==> src/rtl/strict_priority_call_dispatcher_top_macros.svh <==
// Assertion helpers; both expect clk and rst_n in scope.
`ifndef STRICT_PRIORITY_CALL_DISPATCHER_TOP_MACROS_SVH
`define STRICT_PRIORITY_CALL_DISPATCHER_TOP_MACROS_SVH

`ifndef ASSERT_OFF
`define SPCD_ASSERT_IMP(lbl, ante, cons) \
    lbl: assert property (@(posedge clk) disable iff (!rst_n) (ante) |-> (cons)) \
        else $error("spcd: same-cycle check failed");
`define SPCD_ASSERT_NEXT(lbl, ante, cons) \
    lbl: assert property (@(posedge clk) disable iff (!rst_n) (ante) |=> (cons)) \
        else $error("spcd: next-cycle check failed");
`else
`define SPCD_ASSERT_IMP(lbl, ante, cons)
`define SPCD_ASSERT_NEXT(lbl, ante, cons)
`endif

`endif

==> src/rtl/spcd_pkg.sv <==
package spcd_pkg;

    localparam int NUM_CLASSES = 4;
    localparam int CLASS_W     = 2;
    localparam int ID_W        = 16;
    localparam int DUR_W       = 16;

    localparam int QUEUE_DEPTH_DEF   = 16;
    localparam int ID_BITS_DEF       = 16;
    localparam int DURATION_BITS_DEF = 16;

    // stream widths: input fields 34 bits, result fields 21 bits, padded to bytes
    localparam int S_TDATA_W = 40;
    localparam int M_TDATA_W = 24;

    localparam logic ACT_ARRIVAL = 1'b0;
    localparam logic ACT_TICK    = 1'b1;

    typedef struct packed {
        logic               push_ok;
        logic               pick_valid;
        logic [CLASS_W-1:0] pick_class;
        logic               all_empty;
    } spcd_qstat_t;

endpackage

==> src/rtl/spcd_store.sv <==
module spcd_store #(
    parameter int ADDR_W = 6,
    parameter int DATA_W = 32
) (
    input  logic              clk,
    input  logic              wr_en,
    input  logic [ADDR_W-1:0] wr_addr,
    input  logic [DATA_W-1:0] wr_data,
    input  logic              rd_en,
    input  logic [ADDR_W-1:0] rd_addr,
    output logic [DATA_W-1:0] rd_data
);

    localparam int DEPTH = 1 << ADDR_W;

    logic [DATA_W-1:0] mem [0:DEPTH-1];
    logic [DATA_W-1:0] rd_data_reg;

    always_ff @(posedge clk)
    begin
        if (wr_en)
        begin
            mem[wr_addr] <= wr_data;
        end
    end

    always_ff @(posedge clk)
    begin
        if (rd_en)
        begin
            rd_data_reg <= mem[rd_addr];
        end
    end

    assign rd_data = rd_data_reg;

endmodule

==> src/rtl/spcd_queue_ctrl.sv <==
module spcd_queue_ctrl #(
    parameter int QUEUE_DEPTH = spcd_pkg::QUEUE_DEPTH_DEF,
    parameter int IDX_W       = $clog2(QUEUE_DEPTH)
) (
    input  logic                                 clk,
    input  logic                                 rst_n,
    input  logic                                 push,
    input  logic [spcd_pkg::CLASS_W-1:0]         push_class,
    input  logic                                 pop,
    output spcd_pkg::spcd_qstat_t                qstat,
    output logic [spcd_pkg::CLASS_W+IDX_W-1:0]   wr_addr,
    output logic [spcd_pkg::CLASS_W+IDX_W-1:0]   rd_addr
);

    import spcd_pkg::*;

    localparam int CNT_W = $clog2(QUEUE_DEPTH + 1);

    logic [IDX_W-1:0] head_reg  [NUM_CLASSES];
    logic [IDX_W-1:0] head_next [NUM_CLASSES];
    logic [IDX_W-1:0] tail_reg  [NUM_CLASSES];
    logic [IDX_W-1:0] tail_next [NUM_CLASSES];
    logic [CNT_W-1:0] cnt_reg   [NUM_CLASSES];
    logic [CNT_W-1:0] cnt_next  [NUM_CLASSES];

    logic [NUM_CLASSES-1:0] full;
    logic [NUM_CLASSES-1:0] nonempty;
    logic                   pick_valid;
    logic [CLASS_W-1:0]     pick_class;
    logic                   push_fire;
    logic                   pop_fire;

    function automatic logic [IDX_W-1:0] idx_next(input logic [IDX_W-1:0] i);
        return (i == IDX_W'(QUEUE_DEPTH - 1)) ? '0 : i + IDX_W'(1);
    endfunction

    always_comb
    begin
        pick_valid = 1'b0;
        pick_class = '0;
        for (int c = 0; c < NUM_CLASSES; c++)
        begin
            full[c]     = (cnt_reg[c] == CNT_W'(QUEUE_DEPTH));
            nonempty[c] = (cnt_reg[c] != '0);
            // ascending scan: the highest nonempty class wins
            if (nonempty[c])
            begin
                pick_valid = 1'b1;
                pick_class = CLASS_W'(c);
            end
        end
    end

    assign push_fire = push && !full[push_class];
    assign pop_fire  = pop && pick_valid;

    always_comb
    begin
        for (int c = 0; c < NUM_CLASSES; c++)
        begin
            head_next[c] = head_reg[c];
            tail_next[c] = tail_reg[c];
            cnt_next[c]  = cnt_reg[c];
            if (push_fire && (push_class == CLASS_W'(c)))
            begin
                tail_next[c] = idx_next(tail_reg[c]);
                cnt_next[c]  = cnt_reg[c] + CNT_W'(1);
            end
            if (pop_fire && (pick_class == CLASS_W'(c)))
            begin
                head_next[c] = idx_next(head_reg[c]);
                cnt_next[c]  = cnt_reg[c] - CNT_W'(1);
            end
        end
    end

    always_ff @(posedge clk or negedge rst_n)
    begin
        if (!rst_n)
        begin
            for (int c = 0; c < NUM_CLASSES; c++)
            begin
                head_reg[c] <= '0;
                tail_reg[c] <= '0;
                cnt_reg[c]  <= '0;
            end
        end
        else
        begin
            for (int c = 0; c < NUM_CLASSES; c++)
            begin
                head_reg[c] <= head_next[c];
                tail_reg[c] <= tail_next[c];
                cnt_reg[c]  <= cnt_next[c];
            end
        end
    end

    assign wr_addr = {push_class, tail_reg[push_class]};
    assign rd_addr = {pick_class, head_reg[pick_class]};

    assign qstat.push_ok    = !full[push_class];
    assign qstat.pick_valid = pick_valid;
    assign qstat.pick_class = pick_class;
    assign qstat.all_empty  = (nonempty == '0);

endmodule

==> src/rtl/strict_priority_call_dispatcher_top.sv <==
// Arrival transaction: accepted whenever the dispatcher is idle, produces no result.
// Tick transaction: the response state reads the registered queue store output and loads
// the output register, later while the previous result waits for the receiver; next item
// taken every cycle after an arrival, after a tick only once the response state is left.
// Reset (async, active low) clears queue pointers, counts, busy counter, drop
// flag and handshake state; queue store contents are left as they are.
module strict_priority_call_dispatcher_top #(
    parameter int QUEUE_DEPTH   = spcd_pkg::QUEUE_DEPTH_DEF,
    parameter int ID_BITS       = spcd_pkg::ID_BITS_DEF,
    parameter int DURATION_BITS = spcd_pkg::DURATION_BITS_DEF
) (
    input  logic                           clk,
    input  logic                           rst_n,
    input  logic                           s_axis_tvalid,
    output logic                           s_axis_tready,
    // caller_id[15:0], priority_class[17:16], service_ticks[33:18], zero pad
    input  logic [spcd_pkg::S_TDATA_W-1:0] s_axis_tdata,
    // action[0]
    input  logic                           s_axis_tuser,
    output logic                           m_axis_tvalid,
    input  logic                           m_axis_tready,
    // answered[0], answered_id[16:1], answered_class[18:17], all_idle[19],
    // dropped_flag[20], zero pad
    output logic [spcd_pkg::M_TDATA_W-1:0] m_axis_tdata
);

    import spcd_pkg::*;

    `include "strict_priority_call_dispatcher_top_macros.svh"

    localparam int IDX_W  = $clog2(QUEUE_DEPTH);
    localparam int ADDR_W = CLASS_W + IDX_W;
    localparam int DATA_W = ID_BITS + DURATION_BITS;

    localparam logic ST_IDLE = 1'b0;
    localparam logic ST_RESP = 1'b1;

    logic state_reg, state_next;
    logic [DURATION_BITS-1:0] busy_reg, busy_next;
    logic drop_reg, drop_next;
    logic pick_valid_reg, pick_valid_next;
    logic [CLASS_W-1:0] pick_class_reg, pick_class_next;
    logic m_tvalid_reg, m_tvalid_next;
    logic [M_TDATA_W-1:0] m_tdata_reg, m_tdata_next;

    logic               in_fire;
    logic               push;
    logic               tick_fire;
    logic               pop;
    logic [ID_W-1:0]    in_id;
    logic [CLASS_W-1:0] in_class;
    logic [DUR_W-1:0]   in_dur;
    logic [31:0]        id_ext;
    logic [31:0]        dur_ext;
    logic [DATA_W-1:0]  wr_data;
    logic [DATA_W-1:0]  rd_data;
    logic [ADDR_W-1:0]  wr_addr;
    logic [ADDR_W-1:0]  rd_addr;
    spcd_qstat_t        qstat;

    logic [ID_BITS-1:0]       rd_id;
    logic [DURATION_BITS-1:0] rd_dur;
    logic [31:0]              rd_id_ext;
    logic [DURATION_BITS-1:0] busy_load;
    logic                     out_free;
    logic [ID_W-1:0]          ans_id;
    logic [CLASS_W-1:0]       ans_class;
    logic                     all_idle;

    assign s_axis_tready = (state_reg == ST_IDLE);
    assign in_fire   = s_axis_tvalid && s_axis_tready;
    assign in_id     = s_axis_tdata[ID_W-1:0];
    assign in_class  = s_axis_tdata[ID_W+CLASS_W-1:ID_W];
    assign in_dur    = s_axis_tdata[ID_W+CLASS_W+DUR_W-1:ID_W+CLASS_W];
    assign push      = in_fire && (s_axis_tuser == ACT_ARRIVAL);
    assign tick_fire = in_fire && (s_axis_tuser == ACT_TICK);
    assign pop       = tick_fire && (busy_reg == '0);

    assign id_ext  = 32'(in_id);
    assign dur_ext = 32'(in_dur);
    assign wr_data = {dur_ext[DURATION_BITS-1:0], id_ext[ID_BITS-1:0]};

    spcd_queue_ctrl #(
        .QUEUE_DEPTH (QUEUE_DEPTH),
        .IDX_W       (IDX_W)
    ) u_queue_ctrl (
        .clk        (clk),
        .rst_n      (rst_n),
        .push       (push),
        .push_class (in_class),
        .pop        (pop),
        .qstat      (qstat),
        .wr_addr    (wr_addr),
        .rd_addr    (rd_addr)
    );

    spcd_store #(
        .ADDR_W (ADDR_W),
        .DATA_W (DATA_W)
    ) u_store (
        .clk     (clk),
        .wr_en   (push && qstat.push_ok),
        .wr_addr (wr_addr),
        .wr_data (wr_data),
        .rd_en   (pop),
        .rd_addr (rd_addr),
        .rd_data (rd_data)
    );

    assign rd_id     = rd_data[ID_BITS-1:0];
    assign rd_dur    = rd_data[DATA_W-1:ID_BITS];
    assign rd_id_ext = 32'(rd_id);

    // response stage: load the popped duration if a call was picked, then count one tick down
    assign out_free  = !m_tvalid_reg || m_axis_tready;
    assign busy_load = pick_valid_reg ? rd_dur : busy_reg;
    assign ans_id    = pick_valid_reg ? rd_id_ext[ID_W-1:0] : '0;
    assign ans_class = pick_valid_reg ? pick_class_reg : '0;

    always_comb
    begin
        state_next      = state_reg;
        busy_next       = busy_reg;
        drop_next       = drop_reg;
        pick_valid_next = pick_valid_reg;
        pick_class_next = pick_class_reg;
        m_tvalid_next   = m_tvalid_reg;
        m_tdata_next    = m_tdata_reg;
        all_idle        = 1'b0;

        if (m_tvalid_reg && m_axis_tready)
        begin
            m_tvalid_next = 1'b0;
        end

        case (state_reg)
            ST_IDLE:
            begin
                if (push && !qstat.push_ok)
                begin
                    drop_next = 1'b1;
                end
                if (tick_fire)
                begin
                    pick_valid_next = pop && qstat.pick_valid;
                    pick_class_next = qstat.pick_class;
                    state_next      = ST_RESP;
                end
            end
            ST_RESP:
            begin
                if (out_free)
                begin
                    busy_next = (busy_load != '0) ? busy_load - DURATION_BITS'(1) : busy_load;
                    all_idle  = (busy_next == '0) && qstat.all_empty;
                    m_tdata_next = M_TDATA_W'({drop_reg, all_idle, ans_class, ans_id,
                                               pick_valid_reg});
                    m_tvalid_next = 1'b1;
                    state_next    = ST_IDLE;
                end
            end
            default:
            begin
                state_next = ST_IDLE;
            end
        endcase
    end

    always_ff @(posedge clk or negedge rst_n)
    begin
        if (!rst_n)
        begin
            state_reg      <= ST_IDLE;
            busy_reg       <= '0;
            drop_reg       <= 1'b0;
            pick_valid_reg <= 1'b0;
            pick_class_reg <= '0;
            m_tvalid_reg   <= 1'b0;
        end
        else
        begin
            state_reg      <= state_next;
            busy_reg       <= busy_next;
            drop_reg       <= drop_next;
            pick_valid_reg <= pick_valid_next;
            pick_class_reg <= pick_class_next;
            m_tvalid_reg   <= m_tvalid_next;
        end
    end

    always_ff @(posedge clk)
    begin
        m_tdata_reg <= m_tdata_next;
    end

    assign m_axis_tvalid = m_tvalid_reg;
    assign m_axis_tdata  = m_tdata_reg;

    `SPCD_ASSERT_NEXT(a_tick_to_resp, tick_fire, state_reg == ST_RESP)
    `SPCD_ASSERT_NEXT(a_no_pop_while_busy, tick_fire && (busy_reg != '0), !pick_valid_reg)
    `SPCD_ASSERT_NEXT(a_drop_sticky, drop_reg, drop_reg)
    `SPCD_ASSERT_IMP(a_unanswered_zero, m_tvalid_reg && !m_tdata_reg[0], m_tdata_reg[18:1] == '0)

endmodule

==> config.mk <==
export PLATFORM = sky130hd
export DESIGN_NAME = strict_priority_call_dispatcher_top
export DESIGN_NICKNAME = d
export VERILOG_FILES = /design/src/rtl/spcd_pkg.sv /design/src/rtl/spcd_store.sv /design/src/rtl/spcd_queue_ctrl.sv /design/src/rtl/strict_priority_call_dispatcher_top.sv
export VERILOG_INCLUDE_DIRS = /design/src /design/src/rtl
export SDC_FILE = /design/constraint.sdc
export NUM_CORES = 2
export LEC_CHECK = 0
export BUFFER_PORTS_ARGS = -buffer_cell sky130_fd_sc_hd__buf_2
export CAP_MARGIN = 30
export CORE_MARGIN = 4
export CORE_UTILIZATION = 57
export CTS_CLUSTER_DIAMETER = 200
export DETAILED_ROUTE_END_ITERATION = 6
export PLACE_DENSITY = 0.76
export SYNTH_ARGS = -nofsm -noshare
export SYNTH_HDL_FRONTEND = slang
export SYNTH_SLANG_ARGS = --single-unit
==> constraint.sdc <==
create_clock -name clk -period 5.65 [get_ports clk]
set_clock_uncertainty 0.15 [all_clocks]
set_input_delay 0.2825 -clock clk [delete_from_list [all_inputs] [get_ports clk]]
set_output_delay 0.2825 -clock clk [all_outputs]
set_load 0.05 [all_outputs]
[Word-level counts from Yosys, hierarchy flattened]
Memory sizes are Yosys's and may differ from the RTL's. A register that Yosys moved wholly into a read port is not among the register bits.
Cells that the tools add are included.
Word-level totals
  flip-flop bits (word level): 95
  bits in writable memories: 2048
  input port bits: 45
  output and inout port bits: 26
  logic and storage cells: 141
  memories: 1
Memories
  u_store.mem: words 64, width 32, rd ports 1, clocked after Yosys merged registers in 1, write ports 1, RTL line spcd_store.sv:16  | logic [DATA_W-1:0] mem [0:DEPTH-1];
Operators by class
  add/subtract/negate cells: 17
  magnitude comparators: 3
  equal/unequal tests: 18
  multiplexer cells: 41
  bitwise gates (word level): 4
  reductions and logical operators: 37
Operators with widths (count)
  4-bit two-way mux: 12
  5-bit two-way mux: 8
  4-bit by 1-bit adder with 4-bit output, second input constant: 8
  4-bit equality test, second input constant: 8
  16-bit logical NOT: 2
  16-bit two-way mux: 2
  5-bit by 1-bit adder with 5-bit output, second input constant: 4
  5-bit equality test, second input constant: 4
  5-bit nonzero test: 4
  5-bit by 1-bit subtractor with 5-bit output, second input constant: 4
  1-bit logical AND: 17
  4-bit binary-select mux with 2-bit select: 2
  16-bit nonzero test: 1
  16-bit by 1-bit subtractor with 16-bit output, second input constant: 1
  1-bit two-way mux: 13
  2-bit equality test, second input constant: 4
  2-bit nonzero test: 4
  3-bit >= comparator, second input constant: 2
  2-bit inverter with 3-bit output: 2
  2-bit AND reduction: 3
  2-bit by 1-bit equality test with 1-bit output, second input constant: 2
  2-bit logical NOT: 2
  4-bit logical NOT: 1
  2-bit two-way mux: 2
  6 further kinds: 8

[Logic depth before layout (Yosys ltp)]
  word-level depth: 8
  gate-level depth with buffers: 13
  gate-level depth less buffers: 12

[Hierarchy]
From an unflattened synthesis, not the netlist that was laid out.
Second synthesis, totals
  cell total of the unflattened synthesis: 3883
  area, all modules: 84733.8 um2
By module, submodules not included
  spcd_store: times used 1, cells an instance 3324, area each 78835.6 um2, sequential area each 62459.9 um2
  spcd_queue_ctrl: times used 1, cells an instance 303, area each 3290.7 um2, sequential area each 1301.2 um2
  strict_priority_call_dispatcher_top: times used 1, cells an instance 256, area each 2607.5 um2, sequential area each 1181.1 um2

[Least setup slack after synthesis]
No wires, ideal clock.
  path type: flip-flop to flip-flop
  from: register state_reg
  to: register u_queue_ctrl.cnt_reg[19] (netlist bit)
  library setup time: 0.080 ns
  data arrival time: 5.398 ns
  required time: 5.420 ns
  setup slack: 0.022 ns
  cell stages (with the launch flop): 11
  buffers on the path: 0
  period minus slack after synthesis: 5.628 ns
  path through: dfrtp_1 > inv_1 > nand3_1 > nor3_1 > nand3_1 > inv_1 > ha_1 > a21o_1 > a21oi_1 > mux2i_1 > xnor2_1
On the way
  cells in the longest elaborated chain, start to end: 7
  elaborated cells between the ends (all ways): 11
  those cells by class: mux (1); bitwise (1); reduce/logical (9)
RTL lines
  from (decl): RTL line strict_priority_call_dispatcher_top.sv:38  | logic state_reg, state_next;
  from (signal assigned): RTL line strict_priority_call_dispatcher_top.sv:182  | state_reg <= state_next;
  1-bit inverter (no source line) *
  via s_axis_tready: RTL line strict_priority_call_dispatcher_top.sv:15  | output logic s_axis_tready,
  1-bit logical AND *: RTL line strict_priority_call_dispatcher_top.sv:71  | assign in_fire = s_axis_tvalid && s_axis_tready;
  1-bit logical AND *: RTL line strict_priority_call_dispatcher_top.sv:76  | assign tick_fire = in_fire && (s_axis_tuser == ACT_TICK);
  1-bit logical AND *: RTL line strict_priority_call_dispatcher_top.sv:77  | assign pop = tick_fire && (busy_reg == '0);
  via pop: RTL line strict_priority_call_dispatcher_top.sv:49  | logic pop;
  1-bit logical AND *: RTL line spcd_queue_ctrl.sv:55  | assign pop_fire = pop && pick_valid;
  1-bit logical AND *: RTL line spcd_queue_ctrl.sv:69  | if (pop_fire && (pick_class == CLASS_W'(c)))
  5-bit two-way mux or 2-bit nonzero test (tied branches)
  to (signal, indexed assignment): RTL line spcd_queue_ctrl.sv:94  | cnt_reg[c] <= cnt_next[c];
  to (decl): RTL line spcd_queue_ctrl.sv:23  | logic [CNT_W-1:0] cnt_reg [NUM_CLASSES];
The timed path passes the listed nets; every way through them passes the cells marked *.
A chain may end at the register's enable or synchronous reset.

[Final worst setup path]
  from: register u_queue_ctrl.cnt_reg[5] (netlist bit)
  to: register u_store.rd_data_reg[10], in the netlist u_store.rd_data[10] (read register of u_store.mem), data pin
On the way
  cells in the longest elaborated chain, start to end: 7
RTL lines
  5-bit nonzero test *: RTL line spcd_queue_ctrl.sv:44  | nonempty[c] = (cnt_reg[c] != '0);
  2-bit two-way mux * (2 in series): RTL line spcd_queue_ctrl.sv:46  | if (nonempty[c])
  2-bit inverter with 3-bit output (not written as such): RTL line spcd_queue_ctrl.sv:100  | assign rd_addr = {pick_class, head_reg[pick_class]};
  4-bit binary-select mux with 2-bit select: RTL line spcd_queue_ctrl.sv:100
  4-bit two-way mux (not written as such) (2 in series): RTL line spcd_queue_ctrl.sv:100
  to (decl): RTL line spcd_store.sv:17  | logic [DATA_W-1:0] rd_data_reg;
Mark *: on every way between the ends. The rest lies on a longest branch, timed or not. The select of a mux whose other input is x is not followed.

==> results.md <==
- The count of antenna-violating nets left after detailed routing is 0.
- At the end of the flow the core is filled with cells to 0.650.
- The mean routed wirelength per cell is between 20 and 30 um.
- For this block, the routed nets add up to 238,000 um of wire.
- The top cell types in the final layout, fill and taps aside, are edfxtp_1 (2,101), nand2_1 (1,097), mux2i_1 (496).
- After legalization and detailed placement, the total HPWL measured around 130,000 um.
- Setup repair after global routing left no endpoint under its margin.
- The first-pass GRT wire length is about 340,000 um.
- The synthesis-stage register bit count is approximately 2,200.
- In this run the deepest clock path goes through 3 buffers.
- The core region is roughly 150,000 um^2.
- The number of buffers inserted by port buffering is just over 60.
- The register with the most flip-flops in the layout has 2,048 of them.
- The vias per cell is between 6 and 7.
- After synthesis, the mean cell area works out to 15.1 um^2.
- The global placement routability congestion is between 0.8 and 0.9.
- The clock reaches the later pin of the worst-skew pair after between 800 and 900 ps.
- OpenSTA, run right after detailed placement, puts the worst setup slack at between 800 and 900 ps.
- Of the total power, the share spent switching nets is 0.353.
- The final period demand of the worst path is between 5000 and 6000 ps.
- The run finished with clean final reports.
- The hold violation total from the final report is 0.
- The summed instance area of the synthesized netlist is between 80,000 and 90,000 um^2.
- The initialized floorplan defines 142 standard-cell rows.
- CTS built an H-tree with a depth of 4.
- For this run the aggregate overflow at the end of global routing stands at 0.
- The floorplan step set the die width to about 400 um.
- On the worst path, the slowest cell contributes a delay of 730 ps.
- The largest delay contributor family on the critical path is simple AND/OR/NAND/NOR gates.
- The total net switching power is 0.0168 W.
- After the flow finishes, the layout carries non-filler instances totaling just over 8,000.
- Counting flops with an async set or reset pin after synthesis yields a share of 0.0340.
- In this run the power density over the cells is 487 nW/um^2.
- The minimum setup slack in the final design is 590 ps.
- The cell at the root of the clock tree is clkbuf_16.
- The all-layer global routing usage is 0.298.
- The number of failing setup endpoints in the final timing report is 0.
- The part of the total power dissipated in combinational logic is 0.332.
- Yosys printed 0 warnings.
- The critical path goes through nor4_2 -> nand4_2 -> a211oi_2 -> nor2_4 -> buf_12 -> nand3_4 -> o22ai_1 -> nor4_1 -> a21oi_1 -> a21o_1.
- The residual DRC count is 0.
- The maximum number of pins on one net before global-route repair is 128.
- The critical-path cell with the highest stage delay is a211oi_2.
- The total negative slack for setup checks is 0 ps.
- The critical path data arrival time is 5500 ps.
- The total via count in the routed design is approximately 53,000.
- The min-delay analysis places its worst path in the category in2reg.
- The number of optimization iterations in the first detailed-route pass is 6.
- The number of buffers and inverters on the critical path is 1.
- The number of global-route vias before repair is 51,341.
- From synthesis to final layout, the design area changed by 13.0%.
- The detailed router finished its first iteration with 8,663 violations.
- The leading register cell type out of synthesis is edfxtp_1.
- The sort of element at the start of the critical path is a flip-flop.
- For the pin with the worst max-slew slack, the measured transition is approximately 1100 ps.
- Dividing the final minimum period by the clock period gives 0.896.
- TritonCTS built the clock tree.
- Of the synthesized area, sequential elements account for 0.752.
- The share of cells above drive strength 1 is 0.125.
- The fmax is 198 MHz.
- The number of synthesized flops with an enable pin is 2,101.
- After clock tree synthesis, the clock-pin slew on the worst setup and hold paths is 60 ps.
- The critical path class is reg2reg.
- The power share of the sequential group is 0.386.
- The clock net sink count is 2,175.
- Across the run, the number of max-cap violations was 0.
- STA classifies the critical path endpoint as a flip-flop.
- Synthesis produced 5,727 cells.
- The final number of max-transition violations is 0.
- The number of hold buffers added after CTS is 33.
- The top-level I/O count is 71.
- Measured along the y axis, the die boundary spans 397 um.
- Cell internal power was estimated by the tool at ~0.03 W.
- The share of total power dissipated in the clock network is 0.282.
- Clock tree synthesis inserted a total of 208 buffers.
- The die covers 158,000 um^2.
- The maximum fanout count along the critical path is 56.
- The critical path data required time is 6090 ps.
- For this design the static power due to leakage is 34.8 nW.
- The peak supply drop is 0.737 mV.
- The placed cell count is 7,728.
- Gates resized during post-CTS repair numbered 0.
- Post-CTS timing repair inserted 0 buffers for setup.
- The final-stage net count is 6,044.
- The most frequent standard cell in the layout excluding fill and tap cells is edfxtp_1.
- The number of distinct library cells after synthesis is 93.
- The headroom to the max-slew limit is 0.279.
- Power comes to 0.0475 W.
- The initial cell density of the core is 0.575.
- The number of antenna violations at the first check in global routing is 7.
power groups by stage:
stage	clock, W	sequential, W	combinational [W]
3_5_place_dp	0	0.0187	0.0153
5_1_grt	0.0141	0.0184	0.0166
2_1_floorplan	0	0.0186	0.0105
4_1_cts	0.0134	0.0183	0.0155
6_report	0.0134	0.0184	0.0158
3_3_place_gp	0	0.0187	0.0150
stage by stage:
stage,hold slack (ps),instance area [um^2]
finish,46.2,97500
global route,107,97500
CTS,16.5,97200
detailed placement,284,90400
global placement,277,89900
floorplan,-163,86300
final cells by class:
| cell class | count | area [um^2] |
|---|---|---|
| Antenna cell | 4 | 10.0 |
| Clock buffer | 246 | 5390 |
| Clock inverter | 138 | 1150 |
| Fill cell | 9918 | 52600 |
| Inverter | 26 | 97.6 |
| Multi-Input combinational cell | 3203 | 20100 |
| Sequential cell | 2175 | 64900 |
| Tap cell | 2016 | 2520 |
| Timing Repair Buffer | 359 | 3290 |
layer usage:
layer / vias up / global-route usage / routed length, um
li1: 22439 / - / -
met1: 26254 / 0.403 / 84700
met2: 3758 / 0.459 / 110000
met3: 683 / 0.0698 / 30400
met4: 4 / 0.152 / 13400
met5: - / 0 / 30
worst reg2reg max path, stage by stage (launching register included):
cell      delay [ps]
dfrtp_1          440
nor4_2           520
nand4_2          480
a211oi_2         730
nor2_4           190
buf_12           250
nand3_4          590
o22ai_1          230
nor4_1           700
a21oi_1          290
a21o_1           260
logic make-up after synthesis:
| family | after synthesis | synth area share |
|---|---|---|
| compound gates | 895 | 0.0683 |
| xor+xnor | 44 | 0.00446 |
| fa+ha+maj | 26 | 0.00412 |
| buf+inv | 351 | 0.0216 |
| flops | 2175 | 0.752 |
| mux | 524 | 0.0627 |
| other cells | 1 | 0.0000434 |
| simple gates | 1711 | 0.0865 |
worst paths after layout:
| kind | start | endpoint | slack, ps | cells after the start |
|---|---|---|---|---|
| worst max-delay path | u_queue_ctrl.cnt_reg[5] | u_store.rd_data[10] | 590 | 10 |
| worst min-delay path | s_axis_tdata[22] | u_store.mem[55][20] | 50 | 1 |
| worst max register to register | u_queue_ctrl.cnt_reg[5] | u_store.rd_data[10] | 590 | 10 |
| worst min register to register | drop_reg | m_axis_tdata[20] | 300 | 0 |
| max in group asynchronous | rst_n | busy_reg[7] | 4570 | 4 |
| min in group asynchronous | rst_n | u_queue_ctrl.tail_reg[11] | 210 | 3 |
synthesized netlist by cell type (6+ instances only):
library cell  number  share of area
xor2_1            15         0.0015
a32o_1            32         0.0037
a21o_1            33         0.0029
xnor2_1           29         0.0029
o22ai_1          217          0.016
a211oi_1          20         0.0017
a221oi_1          14         0.0014
nor3_1            23         0.0013
clkbuf_1          88         0.0038
a2111oi_0         19         0.0019
mux4_2            12         0.0031
a31o_2            18         0.0018
nand2_1         1099          0.048
a32oi_1           24         0.0024
or4_1              9        0.00078
a31oi_1           75         0.0054
buf_6             19         0.0025
mux2_2            16         0.0021
nand4_1           48         0.0035
o21ai_1            9        0.00052
and3_1            32         0.0023
a22oi_1           17         0.0015
and2_1            23         0.0017
nand2_2            6        0.00043
nand3_1          224          0.013
nor4_1            61         0.0044
edfxtp_1        2101           0.73
dfrtp_1           74          0.021
a211o_1            8        0.00081
inv_1             26         0.0011
nor2_1           137         0.0060
or3_1             10        0.00072
buf_2            141         0.0082
buf_1             17        0.00074
buf_4             60         0.0052
o21ai_0          101         0.0059
mux2i_1          496          0.058
a21oi_1          234          0.014
a311oi_1          12         0.0012
ha_1              22         0.0032
o211ai_1          11        0.00096
No activity file was read; power rests on OpenSTA's default activity.
